$ cat src/rtl/rv64_integer_decode_execute_macros.svh
// Assertion macros used by the RTL of the RV64 decode/execute block (rvde_back.sv).
`ifndef RV64_INTEGER_DECODE_EXECUTE_MACROS_SVH
`define RV64_INTEGER_DECODE_EXECUTE_MACROS_SVH
`ifndef NO_ASSERTIONS
// Consequence must hold in the same cycle as the antecedent.
`define RVDE_ASSERT_SAME(label, clk, rst_n, ante, cons) \
    label: assert property (@(posedge clk) disable iff (!rst_n) (ante) |-> (cons)) \
        else $error("rvde assertion failed");
// Consequence must hold in the cycle after the antecedent.
`define RVDE_ASSERT_NEXT(label, clk, rst_n, ante, cons) \
    label: assert property (@(posedge clk) disable iff (!rst_n) (ante) |=> (cons)) \
        else $error("rvde assertion failed");
`else
`define RVDE_ASSERT_SAME(label, clk, rst_n, ante, cons)
`define RVDE_ASSERT_NEXT(label, clk, rst_n, ante, cons)
`endif
`endif

$ cat src/rtl/rvde_pkg.sv
// Types, codes and helper functions of the RV64 decode/execute block.
package rvde_pkg;

    localparam int XLEN     = 64;
    localparam int NUM_REGS = 32;
    localparam int RIDX_W   = 5;

    localparam logic [XLEN-1:0] SP_RESET = 64'h0000_0000_8800_0000;

    // Commands carried by a request
    localparam logic [1:0] CMD_EXEC    = 2'd0;
    localparam logic [1:0] CMD_DATA    = 2'd1;
    localparam logic [1:0] CMD_RESTART = 2'd2;
    localparam logic [1:0] CMD_NONE    = 2'd3;

    // Result status codes
    localparam logic [2:0] ST_DONE       = 3'd0;
    localparam logic [2:0] ST_LOAD       = 3'd1;
    localparam logic [2:0] ST_ILLEGAL    = 3'd2;
    localparam logic [2:0] ST_UNEXPECTED = 3'd3;
    localparam logic [2:0] ST_BUSY       = 3'd4;

    // Major opcodes
    localparam logic [6:0] OPC_LOAD  = 7'h03;
    localparam logic [6:0] OPC_OPIMM = 7'h13;
    localparam logic [6:0] OPC_OP    = 7'h33;

    // funct7 values
    localparam logic [6:0] F7_BASE   = 7'h00;
    localparam logic [6:0] F7_MULDIV = 7'h01;
    localparam logic [6:0] F7_ALT    = 7'h20;

    // funct3 values of the integer groups
    localparam logic [2:0] F3_ADD  = 3'd0;
    localparam logic [2:0] F3_SLL  = 3'd1;
    localparam logic [2:0] F3_SLT  = 3'd2;
    localparam logic [2:0] F3_SLTU = 3'd3;
    localparam logic [2:0] F3_XOR  = 3'd4;
    localparam logic [2:0] F3_SR   = 3'd5;
    localparam logic [2:0] F3_OR   = 3'd6;
    localparam logic [2:0] F3_AND  = 3'd7;

    // Upper immediate bits selecting the shift flavour
    localparam logic [5:0] SHIFT_HI_LOGIC = 6'h00;
    localparam logic [5:0] SHIFT_HI_ARITH = 6'h10;

    // Load kinds (load funct3)
    localparam logic [2:0] LK_B   = 3'd0;
    localparam logic [2:0] LK_H   = 3'd1;
    localparam logic [2:0] LK_W   = 3'd2;
    localparam logic [2:0] LK_D   = 3'd3;
    localparam logic [2:0] LK_BU  = 3'd4;
    localparam logic [2:0] LK_HU  = 3'd5;
    localparam logic [2:0] LK_WU  = 3'd6;
    localparam logic [2:0] LK_BAD = 3'd7;

    // Classes assigned by the front end
    localparam logic [2:0] KD_OP      = 3'd0;
    localparam logic [2:0] KD_LOAD    = 3'd1;
    localparam logic [2:0] KD_DATA    = 3'd2;
    localparam logic [2:0] KD_RESTART = 3'd3;
    localparam logic [2:0] KD_ILLEGAL = 3'd4;
    localparam logic [2:0] KD_IGNORE  = 3'd5;

    // ALU operations
    localparam logic [3:0] ALU_ADD  = 4'd0;
    localparam logic [3:0] ALU_SUB  = 4'd1;
    localparam logic [3:0] ALU_MUL  = 4'd2;
    localparam logic [3:0] ALU_SLL  = 4'd3;
    localparam logic [3:0] ALU_SLT  = 4'd4;
    localparam logic [3:0] ALU_SLTU = 4'd5;
    localparam logic [3:0] ALU_XOR  = 4'd6;
    localparam logic [3:0] ALU_SRL  = 4'd7;
    localparam logic [3:0] ALU_SRA  = 4'd8;
    localparam logic [3:0] ALU_OR   = 4'd9;
    localparam logic [3:0] ALU_AND  = 4'd10;

    typedef struct packed {
        logic [1:0]      command;
        logic [31:0]     instruction_word;
        logic [XLEN-1:0] load_data;
    } t_in_item;

    typedef struct packed {
        logic [2:0]        status;
        logic              write_enable;
        logic [RIDX_W-1:0] write_index;
        logic [XLEN-1:0]   write_value;
        logic [XLEN-1:0]   load_address;
        logic [1:0]        load_size;
    } t_out_item;

    typedef struct packed {
        logic [2:0]        kind;
        logic [3:0]        op;
        logic              use_imm;
        logic [RIDX_W-1:0] rd;
        logic [RIDX_W-1:0] rs1;
        logic [RIDX_W-1:0] rs2;
        logic [2:0]        f3;
        logic [11:0]       imm;
        logic [XLEN-1:0]   load_data;
    } t_uop;

    typedef struct packed {
        logic valid;
        t_uop uop;
    } t_qhead;

    function automatic logic [XLEN-1:0] extend_load(input logic [2:0] kind,
                                                    input logic [XLEN-1:0] d);
        logic [XLEN-1:0] r;
        case (kind)
            LK_B:    r = {{56{d[7]}}, d[7:0]};
            LK_H:    r = {{48{d[15]}}, d[15:0]};
            LK_W:    r = {{32{d[31]}}, d[31:0]};
            LK_BU:   r = {56'd0, d[7:0]};
            LK_HU:   r = {48'd0, d[15:0]};
            LK_WU:   r = {32'd0, d[31:0]};
            default: r = d;
        endcase
        return r;
    endfunction

    // Register value as seen by a reader: x0 is zero, the newest write wins, an entry
    // not written since restart holds its restart value.
    function automatic logic [XLEN-1:0] reg_select(input logic [RIDX_W-1:0] idx,
                                                   input logic [XLEN-1:0] ram_val,
                                                   input logic byp_en,
                                                   input logic [RIDX_W-1:0] byp_idx,
                                                   input logic [XLEN-1:0] byp_val,
                                                   input logic written,
                                                   input logic [XLEN-1:0] sp);
        logic [XLEN-1:0] r;
        if (idx == '0) begin
            r = '0;
        end else if (byp_en && (byp_idx == idx)) begin
            r = byp_val;
        end else if (written) begin
            r = ram_val;
        end else if (idx == RIDX_W'(2)) begin
            r = sp;
        end else begin
            r = '0;
        end
        return r;
    endfunction

endpackage

$ cat src/rtl/rvde_queue.sv
// Short FIFO of decoded micro-operations between the front and back ends.
module rvde_queue #(
    parameter int DEPTH = 2
) (
    input  logic             i_clk,
    input  logic             i_rst_n,
    input  logic             i_push,
    input  rvde_pkg::t_uop   i_uop,
    input  logic             i_pop,
    output logic             o_full,
    output rvde_pkg::t_qhead o_head
);

    localparam int IW = (DEPTH > 1) ? $clog2(DEPTH) : 1;
    localparam int CW = $clog2(DEPTH + 1);

    rvde_pkg::t_uop r_mem [DEPTH];
    logic [IW-1:0]  r_head;
    logic [IW-1:0]  r_tail;
    logic [CW-1:0]  r_count;
    logic           do_pop;

    function automatic logic [IW-1:0] wrap_inc(input logic [IW-1:0] p);
        return (p == IW'(DEPTH - 1)) ? '0 : p + IW'(1);
    endfunction

    assign o_full       = (r_count == CW'(DEPTH));
    assign o_head.valid = (r_count != '0);
    assign o_head.uop   = r_mem[r_head];
    assign do_pop       = i_pop && o_head.valid;

    always_ff @(posedge i_clk) begin
        if (!i_rst_n) begin
            r_head  <= '0;
            r_tail  <= '0;
            r_count <= '0;
        end else begin
            if (i_push) begin
                r_tail <= wrap_inc(r_tail);
            end
            if (do_pop) begin
                r_head <= wrap_inc(r_head);
            end
            if (i_push && !do_pop) begin
                r_count <= r_count + CW'(1);
            end else if (!i_push && do_pop) begin
                r_count <= r_count - CW'(1);
            end
        end
    end

    always_ff @(posedge i_clk) begin
        if (i_push) begin
            r_mem[r_tail] <= i_uop;
        end
    end

endmodule

$ cat config.mk
export PLATFORM = sky130hd
export DESIGN_NAME = rvde_queue
export DESIGN_NICKNAME = d
export VERILOG_FILES = /design/src/rtl/rv64_integer_decode_execute_macros.svh /design/src/rtl/rvde_pkg.sv /design/src/rtl/rvde_queue.sv
export SDC_FILE = /design/constraint.sdc
export NUM_CORES = 1
export LEC_CHECK = 0
export BUFFER_PORTS_ARGS = -buffer_cell sky130_fd_sc_hd__buf_2
export CORE_MARGIN = 10
export CORE_UTILIZATION = 52
export DETAILED_ROUTE_END_ITERATION = 12
export GPL_TIMING_DRIVEN = 0
export PLACE_DENSITY = 0.79
export SLEW_MARGIN = 0
export SYNTH_ARGS = -nofsm -noshare
export SYNTH_HDL_FRONTEND = slang
export SYNTH_SLANG_ARGS = --single-unit
$ cat constraint.sdc
create_clock -name i_clk -period 6.39 [get_ports i_clk]
set_clock_uncertainty 0.1 [all_clocks]
set_input_delay 0.639 -clock i_clk [delete_from_list [all_inputs] [get_ports i_clk]]
set_output_delay 0.639 -clock i_clk [all_outputs]
set_load 0.05 [all_outputs]
### Yosys cells after proc, flatten, opt, wreduce, memory -nomap -nowiden

Memory sizes are Yosys's and may differ from the RTL's. A register that Yosys moved wholly into a read port is not among the register bits.
Index checks and enable logic that the tools add are counted.

| storage, ports and cells | value |
|---|---|
| memory bits (writable) | 204 |
| memories | 1 |
| register bits | 4 |
| input port bits | 106 |

Memories:

| memory | depth | bits a word | rd ports | clocked after Yosys merged registers in | write ports | line | text |
|---|---|---|---|---|---|---|---|
| r_mem | 2 | 102 | 1 | 1 | 1 | rvde_queue.sv:17 | `rvde_pkg::t_uop r_mem [DEPTH];` |

| operators by class | value |
|---|---|
| equal/unequal tests | 1 |
| mux-type cells | 8 |
| add/sub/neg operators | 4 |
| reduce and logical (&&, ||, !) cells | 7 |

Operators with widths:

| cell | number |
|---|---|
| $mux W1 | 6 |
| $mux W2 | 2 |
| $reduce_bool A2 Y1 | 2 |
| $logic_and A1 B1 Y1 | 3 |
| $add A1 B1 Y1 const B | 2 |
| $add A2 B1 Y2 const B | 1 |
| $eq A2 B2 Y1 const B | 1 |
| $logic_not A1 Y1 | 2 |
| $sub A2 B1 Y2 const B | 1 |

### Logic depth before layout (Yosys ltp)

| logic depth | value |
|---|---|
| word-level depth | 5 |
| depth in mapped cells | 5 |

### Worst setup path before layout

No wires, ideal clock.

| path | value |
|---|---|
| kind | input to register |
| from | in i_push |
| to | mem r_mem[0][0] in the netlist's numbering, enable pin |
| slack | 606 ps |
| stages | 1 |
| library setup time | 576 ps |
| arrival | 5108 ps |
| cells stage by stage | nor2b_1 |

| on the way | value |
|---|---|
| longest elaborated chain between the ends | 2 |

RTL lines:

| item | line | text |
|---|---|---|
| start: declaration | rvde_queue.sv:7 | `input logic i_push,` |
| $mux W1 | rvde_queue.sv:53 | `if (i_push) begin` |
| $mux W1 (implied by the code) | rvde_queue.sv:54 | `r_mem[r_tail] <= i_uop;` |
| end: declaration | rvde_queue.sv:17 |  |

No other way between the ends.

==> metrics.sh <==
TIMING.CRITICAL_PATH.TO_TYPE='primary output'
CTS_ROOT_BUFFER='clkbuf_16'
CLOCK_LATENCY_PS=480
GRT_MAX_DEGREE=55
GRT_USE_TOTAL=0.1470
ANTENNADIODECOUNT=0
FIRST_GLOBAL_VIAS=4300
TIMING.HOLD.WORST.CLASS='primary input to flip-flop'
SYNTHCELLS=339
TIMING.MAX_SLEW.REL_SLACK=0.5219
HOLDPATHEND='r_mem[1][84]'
ROUTEDWLPERCELL_UM=19.67
HOLDWS_PS=243.0
DIE_HEIGHT_UM=140.9
CLOCK_SINK_COUNT=209
GPL.FINAL_WEIGHTED_CONGESTION=0.7473
RSZ0062_AT_GRT='false'
GRT.OVERFLOW.TOTAL=0
ROUTE.DETAILED.DRC=0
FINALHOLDVIOLCOUNT=0
POWER.DENSITY_CELL_AREA_nW_PER_UM2=429.7
CORE_AREA_UM2=14420
POST_CTS_RESIZE_COUNT=0
FINAL_CORE_UTIL=0.6672
WL_MM=15.14
IR_WORST_VDD_V=0.0003933
SYNTH_SEQ_AREA_SHARE=0.8190
CAP_VIOLATIONS=0
FINAL_MIN_PERIOD_PS=2601
AREA_GROWTH_SYN_TO_LAYOUT_PCT=26.58
PORT-BUFFER-COUNT=209
CLOCK_TREE.HTREE_LEVEL_COUNT=1
SEQUENTIAL_CELL_AREA_UM2=6226
FINISH.INSTANCE_AREA_UM2=9623
SYN-CELL-AREA_UM2=7602
FLOORPLAN.INITIALDENSITY=0.5271
HOLD_PATH_STARTPOINT='i_uop[84]'
SYNTHESIS.YOSYS.WARNINGS=0
SYNTH_TOP_FAMILY_BY_AREA='multiplexers'
POST_SYNTH_NUM_CELL_TYPES=17
FMAX_GHz=0.3844
LEAKAGE_uW=0.003625
WHS_PATH_DEPTH=1
SYNTH-SEQ-CELLS=209
SYNTH_SIMPLE_GATE_AREA_SHARE=0.007406
REG2REG_TO='r_mem[1][11]'
DRT-PASS1-ITER-COUNT=4
TIMING.FINAL.CRIT_SHARE=0.4071
CTS.CLK_SLEW.WORST_PATHS_PS=60
ITERATION_0_DRC_COUNT_OF_THE_DETAILED_ROUTER=139
SYNTH-COMPOUND-AREA-SHARE=0.003292
VIAS=3903
SETUP.WORST_PATH.START_CLASS='flip-flop'
DPL_HPWL_MM=10.75
POST_SYNTH_XOR_AREA_FRACTION=0.003456
SETUP_VIOL=0
DIE_X_UM=140.9
WORST-SLEW-PIN-TRANSITION_PS=717.2
DETAIL_ROUTE.VIAS_PER_CELL=5.069
ANTENNA_VIOLATIONS_BEFORE_REPAIR=1
NNETSFINAL=682
STATUS='finished, final reports clean'
POSTSYNTHAREAPERCELL_UM2=22.43
MULTI_INPUT_COMB_AREA_UM2=1279
DETAIL-ROUTE-ANTENNA-NETS=0
TIMING.REG2REG.WORST_PATH_DEPTH=2
CRITICAL_PATH_CLASS='flip-flop to primary output'
SYNTHMUXAREASHARE=0.1511
DRIVE_ABOVE_1_SHARE=0.6092
REGTOREGSTARTPOINT='r_tail'
MAX-CLOCK-PATH-BUFFERS=3
GRT_PASS1_WL_MM=23.38
PLACEMENT.CELL_AREA_UM2=8984
TIMING.FINAL.WS_SETUP_PS=3789
CRITPATHARRIVALTIME_PS=1860
NUMBER_OF_PORTS_PLACED_ON_THE_DIE_BOUNDARY=210
MOSTFREQUENTLAYOUTCELLS='buf_2 (211), edfxtp_1 (204), mux2_2 (102)'
DESIGN.DIE.AREA_UM2=19860
YOSYS.AREA_SHARE.ADDER=0.001646
FINAL_COMMON_CELL='buf_2'
STD_CELL_ROWS=44
MAPPEDNETLISTNETS=446
CTS.HOLD.BUFFERS_ADDED=0
CTS_MADE_BUFFERS=21
POSTCTSSETUPBUFFERS=0
REG2REG_SLACK_PS=4560
NUM-FILL-CELLS=995
CP_DATA_REQUIRED_TIME_PS=5650
FINALMAXSLEWVIOLATIONS=0
TRITONCTS_CLOCK_TREE='done'
DP_SLACK_PS=4120
TIMING.CRITICAL_PATH.FANOUT_MAX=10
[flip-flops by register name, indices dropped and copies added, names as in the netlist, named ones only]
name / flops
r_mem: 204
r_count: 2
r_head: 1
r_tail: 1
[cell usage after synthesis]
cell type / count / share of area
edfxtp_1: 204 / 0.81
mux2_2: 102 / 0.15
buf_6: 8 / 0.012
dfxtp_1: 5 / 0.013
and2_1: 4 / 0.0033
nor2b_1: 3 / 0.0025
buf_2: 2 / 0.0013
xnor2_1: 2 / 0.0023
a21boi_1: 1 / 0.00099
buf_4: 1 / 0.00099
ha_1: 1 / 0.0016
o21a_1: 1 / 0.00099
o21ai_0: 1 / 0.00066
o21ai_1: 1 / 0.00066
or2_2: 1 / 0.00082
or3_1: 1 / 0.00082
xor2_1: 1 / 0.0012
[metal layers]
metal	global-route usage	up-vias	share of wire
li1	-	1822	-
met1	0.1629	1900	0.38
met2	0.2606	156	0.52
met3	0.05442	23	0.086
met4	0.03696	2	0.014
met5	0	-	0.00086
[cell families after synthesis]
group	Yosys count
xor gates and xnor gates	3
and+or+nand+nor	9
AOI/OAI and AO/OA	4
buffers and inverters	11
adders and majority gates	1
DFF	209
muxes	102
[worst max-delay path, stage by stage, from the launching register on]
cell	delay [ps]
dfxtp_1	350
buf_4	250
buf_6	190
mux2_2	360
buf_2	220
[power by group]
group / switching (µW) / leakage (µW) / internal [µW]
sequential: 25.4 / 0.00196 / 1590
clock: 462 / 0.000312 / 679
combinational: 953 / 0.00136 / 423
[metrics by stage]
| step | std cells | setup TNS, ps | total power (µW) |
|---|---|---|---|
| 2_1_floorplan | 339 | 0 | 2739 |
| 6_report | 770 | 0 | 4135 |
| 4_1_cts | 770 | 0 | 4184 |
| 3_3_place_gp | 732 | -170630 | 3023 |
| 3_5_place_dp | 736 | 0 | 3037 |
| 5_1_grt | 770 | 0 | 4300 |
[layout make-up]
type | count | share of cell area
flip-flops and latches | 209 | 0.6470
multi-input cells | 119 | 0.1329
repair buffers | 213 | 0.1186
clock buffers | 24 | 0.05578
well taps | 184 | 0.02392
plain buffers | 11 | 0.01118
clock inverters | 10 | 0.01066
[worst max-delay path by stage]
stage                          from            to
after global routing      flip-flop    o_head[71]
after CTS                 flip-flop    o_head[77]
after floorplan              i_push   r_mem[0][0]
after detailed placement     i_push  r_mem[0][43]
after global placement       i_push  r_mem[0][21]
final                     flip-flop    o_head[77]
Power figures use the tool's default switching activity.
