File: src/rtl/rv64_integer_decode_execute_macros.svh
// Assertion macros used by the RTL of the RV64 decode/execute block (rvde_back.sv).
`ifndef RV64_INTEGER_DECODE_EXECUTE_MACROS_SVH
`define RV64_INTEGER_DECODE_EXECUTE_MACROS_SVH
`ifndef NO_ASSERTIONS
// Consequence must hold in the same cycle as the antecedent.
`define RVDE_ASSERT_SAME(label, clk, rst_n, ante, cons) \
    label: assert property (@(posedge clk) disable iff (!rst_n) (ante) |-> (cons)) \
        else $error("rvde assertion failed");
// Consequence must hold in the cycle after the antecedent.
`define RVDE_ASSERT_NEXT(label, clk, rst_n, ante, cons) \
    label: assert property (@(posedge clk) disable iff (!rst_n) (ante) |=> (cons)) \
        else $error("rvde assertion failed");
`else
`define RVDE_ASSERT_SAME(label, clk, rst_n, ante, cons)
`define RVDE_ASSERT_NEXT(label, clk, rst_n, ante, cons)
`endif
`endif

File: src/rtl/rvde_pkg.sv
// Types, codes and helper functions of the RV64 decode/execute block.
package rvde_pkg;

    localparam int XLEN     = 64;
    localparam int NUM_REGS = 32;
    localparam int RIDX_W   = 5;

    localparam logic [XLEN-1:0] SP_RESET = 64'h0000_0000_8800_0000;

    // Commands carried by a request
    localparam logic [1:0] CMD_EXEC    = 2'd0;
    localparam logic [1:0] CMD_DATA    = 2'd1;
    localparam logic [1:0] CMD_RESTART = 2'd2;
    localparam logic [1:0] CMD_NONE    = 2'd3;

    // Result status codes
    localparam logic [2:0] ST_DONE       = 3'd0;
    localparam logic [2:0] ST_LOAD       = 3'd1;
    localparam logic [2:0] ST_ILLEGAL    = 3'd2;
    localparam logic [2:0] ST_UNEXPECTED = 3'd3;
    localparam logic [2:0] ST_BUSY       = 3'd4;

    // Major opcodes
    localparam logic [6:0] OPC_LOAD  = 7'h03;
    localparam logic [6:0] OPC_OPIMM = 7'h13;
    localparam logic [6:0] OPC_OP    = 7'h33;

    // funct7 values
    localparam logic [6:0] F7_BASE   = 7'h00;
    localparam logic [6:0] F7_MULDIV = 7'h01;
    localparam logic [6:0] F7_ALT    = 7'h20;

    // funct3 values of the integer groups
    localparam logic [2:0] F3_ADD  = 3'd0;
    localparam logic [2:0] F3_SLL  = 3'd1;
    localparam logic [2:0] F3_SLT  = 3'd2;
    localparam logic [2:0] F3_SLTU = 3'd3;
    localparam logic [2:0] F3_XOR  = 3'd4;
    localparam logic [2:0] F3_SR   = 3'd5;
    localparam logic [2:0] F3_OR   = 3'd6;
    localparam logic [2:0] F3_AND  = 3'd7;

    // Upper immediate bits selecting the shift flavour
    localparam logic [5:0] SHIFT_HI_LOGIC = 6'h00;
    localparam logic [5:0] SHIFT_HI_ARITH = 6'h10;

    // Load kinds (load funct3)
    localparam logic [2:0] LK_B   = 3'd0;
    localparam logic [2:0] LK_H   = 3'd1;
    localparam logic [2:0] LK_W   = 3'd2;
    localparam logic [2:0] LK_D   = 3'd3;
    localparam logic [2:0] LK_BU  = 3'd4;
    localparam logic [2:0] LK_HU  = 3'd5;
    localparam logic [2:0] LK_WU  = 3'd6;
    localparam logic [2:0] LK_BAD = 3'd7;

    // Classes assigned by the front end
    localparam logic [2:0] KD_OP      = 3'd0;
    localparam logic [2:0] KD_LOAD    = 3'd1;
    localparam logic [2:0] KD_DATA    = 3'd2;
    localparam logic [2:0] KD_RESTART = 3'd3;
    localparam logic [2:0] KD_ILLEGAL = 3'd4;
    localparam logic [2:0] KD_IGNORE  = 3'd5;

    // ALU operations
    localparam logic [3:0] ALU_ADD  = 4'd0;
    localparam logic [3:0] ALU_SUB  = 4'd1;
    localparam logic [3:0] ALU_MUL  = 4'd2;
    localparam logic [3:0] ALU_SLL  = 4'd3;
    localparam logic [3:0] ALU_SLT  = 4'd4;
    localparam logic [3:0] ALU_SLTU = 4'd5;
    localparam logic [3:0] ALU_XOR  = 4'd6;
    localparam logic [3:0] ALU_SRL  = 4'd7;
    localparam logic [3:0] ALU_SRA  = 4'd8;
    localparam logic [3:0] ALU_OR   = 4'd9;
    localparam logic [3:0] ALU_AND  = 4'd10;

    typedef struct packed {
        logic [1:0]      command;
        logic [31:0]     instruction_word;
        logic [XLEN-1:0] load_data;
    } t_in_item;

    typedef struct packed {
        logic [2:0]        status;
        logic              write_enable;
        logic [RIDX_W-1:0] write_index;
        logic [XLEN-1:0]   write_value;
        logic [XLEN-1:0]   load_address;
        logic [1:0]        load_size;
    } t_out_item;

    typedef struct packed {
        logic [2:0]        kind;
        logic [3:0]        op;
        logic              use_imm;
        logic [RIDX_W-1:0] rd;
        logic [RIDX_W-1:0] rs1;
        logic [RIDX_W-1:0] rs2;
        logic [2:0]        f3;
        logic [11:0]       imm;
        logic [XLEN-1:0]   load_data;
    } t_uop;

    typedef struct packed {
        logic valid;
        t_uop uop;
    } t_qhead;

    function automatic logic [XLEN-1:0] extend_load(input logic [2:0] kind,
                                                    input logic [XLEN-1:0] d);
        logic [XLEN-1:0] r;
        case (kind)
            LK_B:    r = {{56{d[7]}}, d[7:0]};
            LK_H:    r = {{48{d[15]}}, d[15:0]};
            LK_W:    r = {{32{d[31]}}, d[31:0]};
            LK_BU:   r = {56'd0, d[7:0]};
            LK_HU:   r = {48'd0, d[15:0]};
            LK_WU:   r = {32'd0, d[31:0]};
            default: r = d;
        endcase
        return r;
    endfunction

    // Register value as seen by a reader: x0 is zero, the newest write wins, an entry
    // not written since restart holds its restart value.
    function automatic logic [XLEN-1:0] reg_select(input logic [RIDX_W-1:0] idx,
                                                   input logic [XLEN-1:0] ram_val,
                                                   input logic byp_en,
                                                   input logic [RIDX_W-1:0] byp_idx,
                                                   input logic [XLEN-1:0] byp_val,
                                                   input logic written,
                                                   input logic [XLEN-1:0] sp);
        logic [XLEN-1:0] r;
        if (idx == '0) begin
            r = '0;
        end else if (byp_en && (byp_idx == idx)) begin
            r = byp_val;
        end else if (written) begin
            r = ram_val;
        end else if (idx == RIDX_W'(2)) begin
            r = sp;
        end else begin
            r = '0;
        end
        return r;
    endfunction

endpackage

File: src/rtl/rvde_front.sv
// Front end: classifies each incoming request into a micro-operation.
module rvde_front (
    input  logic              i_in_valid,
    input  logic              i_full,
    input  rvde_pkg::t_in_item i_item,
    output logic              o_push,
    output rvde_pkg::t_uop    o_uop
);

    logic [31:0] w;
    logic [6:0]  opcode;
    logic [6:0]  f7;
    logic [2:0]  f3;
    logic [5:0]  hi6;

    assign w      = i_item.instruction_word;
    assign opcode = w[6:0];
    assign f3     = w[14:12];
    assign f7     = w[31:25];
    assign hi6    = w[31:26];
    assign o_push = i_in_valid && !i_full;

    always_comb begin
        o_uop           = '0;
        o_uop.rd        = w[11:7];
        o_uop.f3        = f3;
        o_uop.rs1       = w[19:15];
        o_uop.rs2       = w[24:20];
        o_uop.imm       = w[31:20];
        o_uop.load_data = i_item.load_data;
        o_uop.op        = rvde_pkg::ALU_ADD;
        unique case (i_item.command)
            rvde_pkg::CMD_EXEC: begin
                unique case (opcode)
                    rvde_pkg::OPC_LOAD: begin
                        o_uop.kind = (f3 == rvde_pkg::LK_BAD) ? rvde_pkg::KD_ILLEGAL
                                                              : rvde_pkg::KD_LOAD;
                    end
                    rvde_pkg::OPC_OPIMM: begin
                        o_uop.kind    = rvde_pkg::KD_OP;
                        o_uop.use_imm = 1'b1;
                        unique case (f3)
                            rvde_pkg::F3_ADD:  o_uop.op = rvde_pkg::ALU_ADD;
                            rvde_pkg::F3_SLL: begin
                                o_uop.op = rvde_pkg::ALU_SLL;
                                if (hi6 != rvde_pkg::SHIFT_HI_LOGIC) begin
                                    o_uop.kind = rvde_pkg::KD_ILLEGAL;
                                end
                            end
                            rvde_pkg::F3_SLT:  o_uop.op = rvde_pkg::ALU_SLT;
                            rvde_pkg::F3_SLTU: o_uop.op = rvde_pkg::ALU_SLTU;
                            rvde_pkg::F3_XOR:  o_uop.op = rvde_pkg::ALU_XOR;
                            rvde_pkg::F3_SR: begin
                                if (hi6 == rvde_pkg::SHIFT_HI_LOGIC) begin
                                    o_uop.op = rvde_pkg::ALU_SRL;
                                end else if (hi6 == rvde_pkg::SHIFT_HI_ARITH) begin
                                    o_uop.op = rvde_pkg::ALU_SRA;
                                end else begin
                                    o_uop.kind = rvde_pkg::KD_ILLEGAL;
                                end
                            end
                            rvde_pkg::F3_OR:   o_uop.op = rvde_pkg::ALU_OR;
                            default:           o_uop.op = rvde_pkg::ALU_AND;
                        endcase
                    end
                    rvde_pkg::OPC_OP: begin
                        o_uop.kind = rvde_pkg::KD_OP;
                        if (f7 == rvde_pkg::F7_BASE) begin
                            unique case (f3)
                                rvde_pkg::F3_ADD:  o_uop.op = rvde_pkg::ALU_ADD;
                                rvde_pkg::F3_SLL:  o_uop.op = rvde_pkg::ALU_SLL;
                                rvde_pkg::F3_SLT:  o_uop.op = rvde_pkg::ALU_SLT;
                                rvde_pkg::F3_SLTU: o_uop.op = rvde_pkg::ALU_SLTU;
                                rvde_pkg::F3_XOR:  o_uop.op = rvde_pkg::ALU_XOR;
                                rvde_pkg::F3_OR:   o_uop.op = rvde_pkg::ALU_OR;
                                rvde_pkg::F3_AND:  o_uop.op = rvde_pkg::ALU_AND;
                                default:           o_uop.kind = rvde_pkg::KD_ILLEGAL;
                            endcase
                        end else if (f7 == rvde_pkg::F7_MULDIV && f3 == rvde_pkg::F3_ADD) begin
                            o_uop.op = rvde_pkg::ALU_MUL;
                        end else if (f7 == rvde_pkg::F7_ALT && f3 == rvde_pkg::F3_ADD) begin
                            o_uop.op = rvde_pkg::ALU_SUB;
                        end else if (f7 == rvde_pkg::F7_ALT && f3 == rvde_pkg::F3_SR) begin
                            o_uop.op = rvde_pkg::ALU_SRA;
                        end else begin
                            o_uop.kind = rvde_pkg::KD_ILLEGAL;
                        end
                    end
                    default: o_uop.kind = rvde_pkg::KD_ILLEGAL;
                endcase
            end
            rvde_pkg::CMD_DATA:    o_uop.kind = rvde_pkg::KD_DATA;
            rvde_pkg::CMD_RESTART: o_uop.kind = rvde_pkg::KD_RESTART;
            default:               o_uop.kind = rvde_pkg::KD_IGNORE;
        endcase
    end

endmodule

File: config.mk
export PLATFORM = sky130hd
export DESIGN_NAME = rvde_front
export DESIGN_NICKNAME = d
export VERILOG_FILES = /design/src/rtl/rv64_integer_decode_execute_macros.svh /design/src/rtl/rvde_pkg.sv /design/src/rtl/rvde_front.sv
export SDC_FILE = /design/constraint.sdc
export NUM_CORES = 1
export LEC_CHECK = 0
export ABC_CLOCK_PERIOD_IN_PS = 1600
export BUFFER_PORTS_ARGS = -buffer_cell sky130_fd_sc_hd__buf_4
export CELL_PAD_IN_SITES_DETAIL_PLACEMENT = 0
export CELL_PAD_IN_SITES_GLOBAL_PLACEMENT = 1
export CORE_AREA = 2 2 88 90
export DETAILED_ROUTE_END_ITERATION = 8
export DIE_AREA = 0 0 90 92
export GPL_TIMING_DRIVEN = 0
export PLACE_DENSITY_LB_ADDON = 0.1
export SYNTH_ARGS = -nofsm -noshare
export SYNTH_HDL_FRONTEND = slang
export SYNTH_SLANG_ARGS = --single-unit
File: constraint.sdc
create_clock -name vclk -period 1.6
set_clock_uncertainty 0.2 [all_clocks]
set_input_delay 0.08 -clock vclk [all_inputs]
set_output_delay 0.08 -clock vclk [all_outputs]
set_load 0.03 [all_outputs]
---- Word level (Yosys, flattened, before mapping) ----
Cells that the tools add are included.
operators by class
  multiplexer cells ....................... 22
  reductions and logical operators ........ 11
  equal/unequal tests ..................... 15
operator list
  cell                                                                    count
  4-bit one-hot mux with 7 select lines                                   1
  3-bit 2-to-1 mux                                                        8
  4-bit one-hot mux with 6 select lines                                   1
  4-bit 2-to-1 mux                                                        5
  3-bit one-hot mux with 3 select lines                                   2
  7-bit by 6-bit equality test with 1-bit output (second input constant)  2
  3-bit equality test (second input constant)                             4
  4-bit one-hot mux with 2 select lines                                   1
  7-bit by 1-bit equality test with 1-bit output (second input constant)  1
  7-bit by 2-bit equality test with 1-bit output (second input constant)  1
  7-bit by 5-bit equality test with 1-bit output (second input constant)  1
  7-bit zero test                                                         1
  7-bit 2-to-1 mux                                                        1
  7-bit OR reduction                                                      1
  3-bit by 2-bit equality test with 1-bit output (second input constant)  2
  6-bit by 5-bit equality test with 1-bit output (second input constant)  1
  6-bit zero test                                                         1
  3-bit one-hot mux with 2 select lines                                   1
  6-bit nonzero test                                                      1
  5-bit 2-to-1 mux                                                        1
  1-bit logical AND                                                       4
  3-bit by 1-bit equality test with 1-bit output (second input constant)  1
  3-bit zero test                                                         1
  2-bit by 1-bit equality test with 1-bit output (second input constant)  1
  4 further kinds                                                         4
storage, ports and cells
  output and inout port bits .............. 103
  bits in registers ....................... 0
  word-level logic and storage cells ...... 48
  input port bits ......................... 100

---- Longest topological paths before layout ----
Gate-level depths: netlist (run 1).
  depth after elaboration ................. 8
  depth in mapped cells ................... 6
  gate-level depth less buffers ........... 5

---- Least setup slack after synthesis (run 1) ----
OpenSTA, ideal clock, no wires.
  kind .................................... input to output
  from .................................... input port i_item[67] in the netlist's numbering
  to ...................................... output port o_uop[101] in the netlist's numbering
  arrival time ............................ 1.335 ns
  stages .................................. 5
  path buffers ............................ 0
  path slack .............................. -0.015 ns
  data required time ...................... 1.320 ns
  path through ............................ nor3_2 > and4_4 > o211a_1 > o41ai_1 > a32oi_1
RTL lines
  element          line             RTL
  start, declared  rvde_front.sv:5  input rvde_pkg::t_in_item i_item,
  end, declared    rvde_front.sv:7  output rvde_pkg::t_uop o_uop

==> metrics.md, run 1 <==
| Metric | Value |
|---|---|
| Worst hold slack | 176 ps |
| Rel. slew slack | 77.1% |
| Starting density of the core | 15.4% |
| Post-Layout Cell Count | 381 |
| Number of port buffers | 123 |
| Vias in the first global route | 1246 |
| Die Area | 8280 um^2 |
| Gr ovfl total | 0 |
| First-pass GRT wire length | 5.71 mm |
| Final number of setup-violating endpoints | 4 |
| Antenna cells | 0 |
| Die Width | 90 um |
| FMAX | 0.589 GHz |
| Met2 Track Usage GR | 15.5% |
| Routed WL per cell | 10.3 um |
| Drt pass-1 iters | 4 |
| YS warnings | 0 |
| Layout clock buffer count | 0 |
| Global route hottest layer | met2 |
| Critical Path Fanout Max | 3 |
| Worst setup path class | in2out |
| Power per cell area | 342 nW/um^2 |
| Cell taking the most area after synthesis | buf_4 |
| Final core utilization | 31.1% |
| Run status | complete, but fails checks |
| Final ANT Viol Nets | 0 |
| Register area | 0 um^2 |
| Family with the most delay on the worst path | simple AND/OR/NAND/NOR gates |
| Mapped Cells | 155 |
| Final cycle utilization of the critical path | 106% |
| Most frequent cells in the layout | 211 x buf_4, 7 x buf_6, 5 x inv_1 |
| Avg Cell Area, Syn | 7.41 um^2 |
| Final nets | 383 |
| Met3 Track Usage GR | 3.53% |
| Cell total after placement | 380 |
| Total of max-cap violations | 0 |
| Routability cong. | 0.699 |
| Detailed Place HPWL | 3.56 mm |
| Placeable Area | 7450 um^2 |
| Final hold vios | 0 |
| Area contributors post-synth | buf_4 61%, clkbuf_8 2.4%, ha_1 2.2%, nand3_1 2.2%, nand4_1 2.2% |
| Required time of the critical path | 1320 ps |
| Footprint of the multi-input gates | 463 um^2 |
| Filler cells | 835 |
| Vias per inst | 3.56 |
| Critical-path cell list | buf_8, nor3_4, nand3_2, nor3b_1, o2111ai_1, a21boi_1, buf_4 |
| Final sequential cell count | 0 |
| Crit end category | output port |
| Post-Syn Area | 1150 um^2 |
| Ratio of cells with drive above 1 in the final layout | 85.3% |
| Post-synth top area share | 61.4% |
| Leakage | 1.25 nW |
| Setup slack after layout | -98.2 ps |
| Hold Crit Class | in2out |
| Die Y-Extent | 92 um |
| Commonest non-fill, non-tap cell in the layout | buf_4 |
| Initial drt markers | 34 |
| Synth Net Count | 257 |
| Seq/Total Area, Yosys | 0% |
| Crit-path max cell delay | 280 ps |
| Worst Tran Pin Value | 343 ps |
| DRC Markers | 0 |
| Failing checks | negative setup slack |
| Grt met1 use | 8.44% |
| Worst EP arrival | 1420 ps |
| Largest net degree at the start of global routing | 11 |
| GRT Util Overall | 7.98% |
| RSZ-0062 raised after global routing | true |
| Yosys cell types | 36 |
| Via count | 1357 |
| Initial antenna violation count | 0 |
| Drt total wl | 3.93 mm |
| Pins Over Slew Limit | 0 |
| Max IR drop VDD | 0.000131 V |
| Final min period | 1700 ps |
| Synth-to-layout area growth | 102% |
| Crit path launch type | input port |
| Top-Level Pins | 203 |
| Row count | 32 |
| Critical path buffer and inverter count | 2 |
| Slowest CP cell | nor3_4 |
==> synthesized netlist by cell type (2+ instances only) <==
cell      instances
nor2b_1           4
a21oi_1           3
nand2b_1          2
nor3_1            3
o21ai_0           2
nor2_1            2
nand2_1           2
nor3b_1           2
nor3_2            2
nand3_1           5
buf_4            94
ha_1              2
clkbuf_8          2
nand4_1           4
inv_1             5
==> worst paths after layout <==
| kind | startpoint | to | slack, ps | depth (start not counted) |
|---|---|---|---|---|
| worst max-delay path | i_item[90] | o_uop[98] | -100 | 7 |
| worst min-delay path | i_item[81] | o_uop[86] | 180 | 2 |
==> final cells by class <==
class	count	share of cell area, %
plain buffers	97	32.2
well taps	102	5.51
repair buffers	124	41.5
multi-input cells	53	20.0
inverters	5	0.811
==> routing by layer <==
metal  up-vias  wire length (um)
li1        674                 -
met1       576              1280
met4         0                 0
met5         -                 0
met2       107              2070
met3         0               582
==> power breakdown <==
part | internal (W) | switching [W]
sequential | 0 | 0
combinational | 0.000378 | 0.000413
clock | 0 | 0
total | 0.000378 | 0.000413
==> logic make-up (layout without fill, tap and decap cells) <==
kind of cell | Yosys count | in the layout | synth area share, %
XOR/XNOR | 1 | 1 | 0.763
AND/OR/NAND/NOR | 33 | 33 | 19.1
AO/OA/AOI/OAI | 16 | 16 | 10.7
buffers and inverters | 102 | 226 | 66.4
adder cells (fa/ha/maj) | 3 | 3 | 3.05
==> metrics by stage <==
stage | total power (W) | TNS (ps) | setup slack [ps] | instance area (um^2)
after floorplan | 0.000516 | 0 | 25.5 | 1160
after global placement | 0.000779 | -597 | -172 | 2210
after detailed placement | 0.000778 | -553 | -166 | 2210
after CTS | 0.000792 | -144 | -63.8 | 2270
after global routing | 0.000833 | -605 | -163 | 2310
final | 0.000791 | -254 | -98.2 | 2310
==> timing repair <==
item,4_1_cts,5_1_grt
gates resized for setup,12,10
hold buffers,0,0
buffers inserted,0,1
endpoints found under the setup margin,6,6
pin swaps,6,11
No activity file was read; power rests on OpenSTA's default activity.
==> run 2, diff against run 1 <==
--- a/config.mk
+++ b/config.mk
@@ -5,13 +5,13 @@
 export SDC_FILE = /design/constraint.sdc
 export NUM_CORES = 1
 export LEC_CHECK = 0
-export ABC_CLOCK_PERIOD_IN_PS = 1600
+export ABC_AREA = 1
 export BUFFER_PORTS_ARGS = -buffer_cell sky130_fd_sc_hd__buf_4
 export CELL_PAD_IN_SITES_DETAIL_PLACEMENT = 0
 export CELL_PAD_IN_SITES_GLOBAL_PLACEMENT = 1
-export CORE_AREA = 2 2 88 90
+export CORE_AREA = 2 2 91 93
 export DETAILED_ROUTE_END_ITERATION = 8
-export DIE_AREA = 0 0 90 92
+export DIE_AREA = 0 0 93 95
 export GPL_TIMING_DRIVEN = 0
 export PLACE_DENSITY_LB_ADDON = 0.1
 export SYNTH_ARGS = -nofsm -noshare
==> run 2 against run 1 <==
The flow now finishes without violations; final area is 0.22% lower; first-iteration DRC count grew 56%; sequential share of layout area is the same; critical path type unchanged; global-route usage decreased by 0.62 points; routed wire length down 2.0%; setup slack gained 250 ps; count of clock-buffer cells in the layout unchanged; area after synthesis up 7.3%; non-clock buffer count is 3 lower; critical endpoint is now o_uop[96]; cell count up 14%; total power down 1.9%.
==> metrics.md, run 2 <==
| Metric | Value |
|---|---|
| Largest net degree at the start of global routing | 9 |
| Routed wl met3 | 520 um |
| First-pass GRT wire length | 5.55 mm |
| Synth cell count leaders | 94 x buf_4, 34 x nand2_1, 19 x inv_1, 19 x nor2_1, 8 x nand3_1 |
| Final min period | 1450 ps |
| Register area | 0 um^2 |
| DR WL met2 | 1.99 mm |
| Number of port buffers | 124 |
| Cell total after placement | 435 |
| Die Width | 93 um |
| Gr ovfl total | 0 |
| GRT Util Overall | 7.36% |
| Final hold vios | 0 |
| Final sequential cell count | 0 |
| RSZ-0062 raised after global routing | false |
| Critical Path Fanout Max | 5 |
| Drt total wl | 3.85 mm |
| DRC Markers | 0 |
| Power per cell area | 336 nW/um^2 |
| Die Area | 8840 um^2 |
| Tot Pwr | 0.000777 W |
| Die Y-Extent | 95 um |
| Final setup TNS | 0 ps |
| Pins Over Slew Limit | 0 |
| Filler cells | 911 |
| Row count | 33 |
| Crit path launch type | input port |
| Required time of the critical path | 1320 ps |
| Post-Syn Area | 1230 um^2 |
| Area contributors post-synth | buf_4 57%, nand2_1 10%, inv_1 5.8%, nor2_1 5.8%, nand3_1 3.2% |
| Vias in the first global route | 1285 |
| Drt pass-1 iters | 4 |
| Via count | 1502 |
| YS warnings | 0 |
| Layout clock buffer count | 0 |
| Worst Tran Pin Value | 236 ps |
| Starting density of the core | 15.5% |
| Leakage | 1.33 nW |
| Final number of setup-violating endpoints | 0 |
| Vias per inst | 3.45 |
| Final nets | 434 |
| Post-Layout Cell Count | 435 |
| Hold Crit Class | in2out |
| Commonest non-fill, non-tap cell in the layout | buf_4 |
| Placeable Area | 7930 um^2 |
| Crit end category | output port |
| Seq/Total Area, Yosys | 0% |
| Run status | finished, final reports clean |
| Worst EP arrival | 1170 ps |
| Wire length on met1 | 1.32 mm |
| Routed WL per cell | 8.85 um |
| Total of max-cap violations | 0 |
| Max IR drop VDD | 0.000132 V |
| Initial antenna violation count | 0 |
| Synth Net Count | 308 |
| Detailed Place HPWL | 3.58 mm |
| Most frequent cell after synthesis | buf_4 |
| Final cycle utilization of the critical path | 90.7% |
| Final ANT Viol Nets | 0 |
| Antenna cells | 0 |
| Yosys cell types | 22 |
| Rel. slew slack | 84.1% |
| Worst hold slack | 175 ps |
| Routability cong. | 0.756 |
| Post-synth top area share | 57.3% |
| Post-CTS Hold Buffers | 0 |
| Cell taking the most area after synthesis | buf_4 |
| Initial drt markers | 53 |
| Synth-to-layout area growth | 87.4% |
| Mapped Cells | 206 |
| Max Used Layer | met4 |
| Most frequent cells in the layout | 218 x buf_4, 32 x nand2_1, 19 x inv_1 |
| Worst setup path class | in2out |
| Avg Cell Area, Syn | 5.98 um^2 |
| Top-Level Pins | 203 |
| FMAX | 0.689 GHz |
| Ratio of cells with drive above 1 in the final layout | 71.2% |
## run 2: path summary, 6_finish.rpt
kind | start | to | slack [ps] | depth (start not counted)
min | i_item[41] | o_uop[41] | 180 | 2
max | i_item[77] | o_uop[96] | 150 | 9
## run 2: layout make-up
type               count  area, um^2  share of cell area (%)
inverters             24        90.1                    3.90
multi-input cells     88         452                    19.6
plain buffers         94         706                    30.6
repair buffers       124         931                    40.3
well taps            105         131                    5.69
## run 2: kinds of logic after synthesis
| logic type | share of synthesized area, % |
|---|---|
| buffers and inverters | 64.6 |
| AO/OA/AOI/OAI | 6.40 |
| AND/OR/NAND/NOR | 27.0 |
| adder cells (fa/ha/maj) | 2.03 |
## run 2: routing by layer
layer / global-route usage, % / vias up
met5: 0 / -
met4: 0.490 / 0
met3: 1.36 / 2
met1: 8.29 / 603
li1: - / 785
met2: 14.9 / 112
## run 2: critical path, cell delays in order
cell     delay, ps
buf_4          140
inv_1           80
nand2_1         70
nor2_1         200
nand4_1        130
nand2_1         80
nand2_1         60
a21oi_2        140
buf_4          180
## run 2: repair_timing
action	in CTS	in global routing
gates resized for setup	0	5
endpoints found under the setup margin	0	3
setup buffers	0	0
## run 2: metrics by stage
step           setup WS [ps]  cell area, um^2  utilization (%)
4_1_cts                 88.5             2290             28.9
2_1_floorplan           84.4             1230                -
6_report                 149             2310             29.1
5_1_grt                0.573             2310             29.1
3_3_place_gp            78.9             2290             28.9
3_5_place_dp            96.6             2290             28.9
## run 2: report_power, final
group	leakage (nW)	switching [W]	internal (W)
Sequential	0	0	0
Clock	0	0	0
Combinational	1.33	0.000415	0.000361
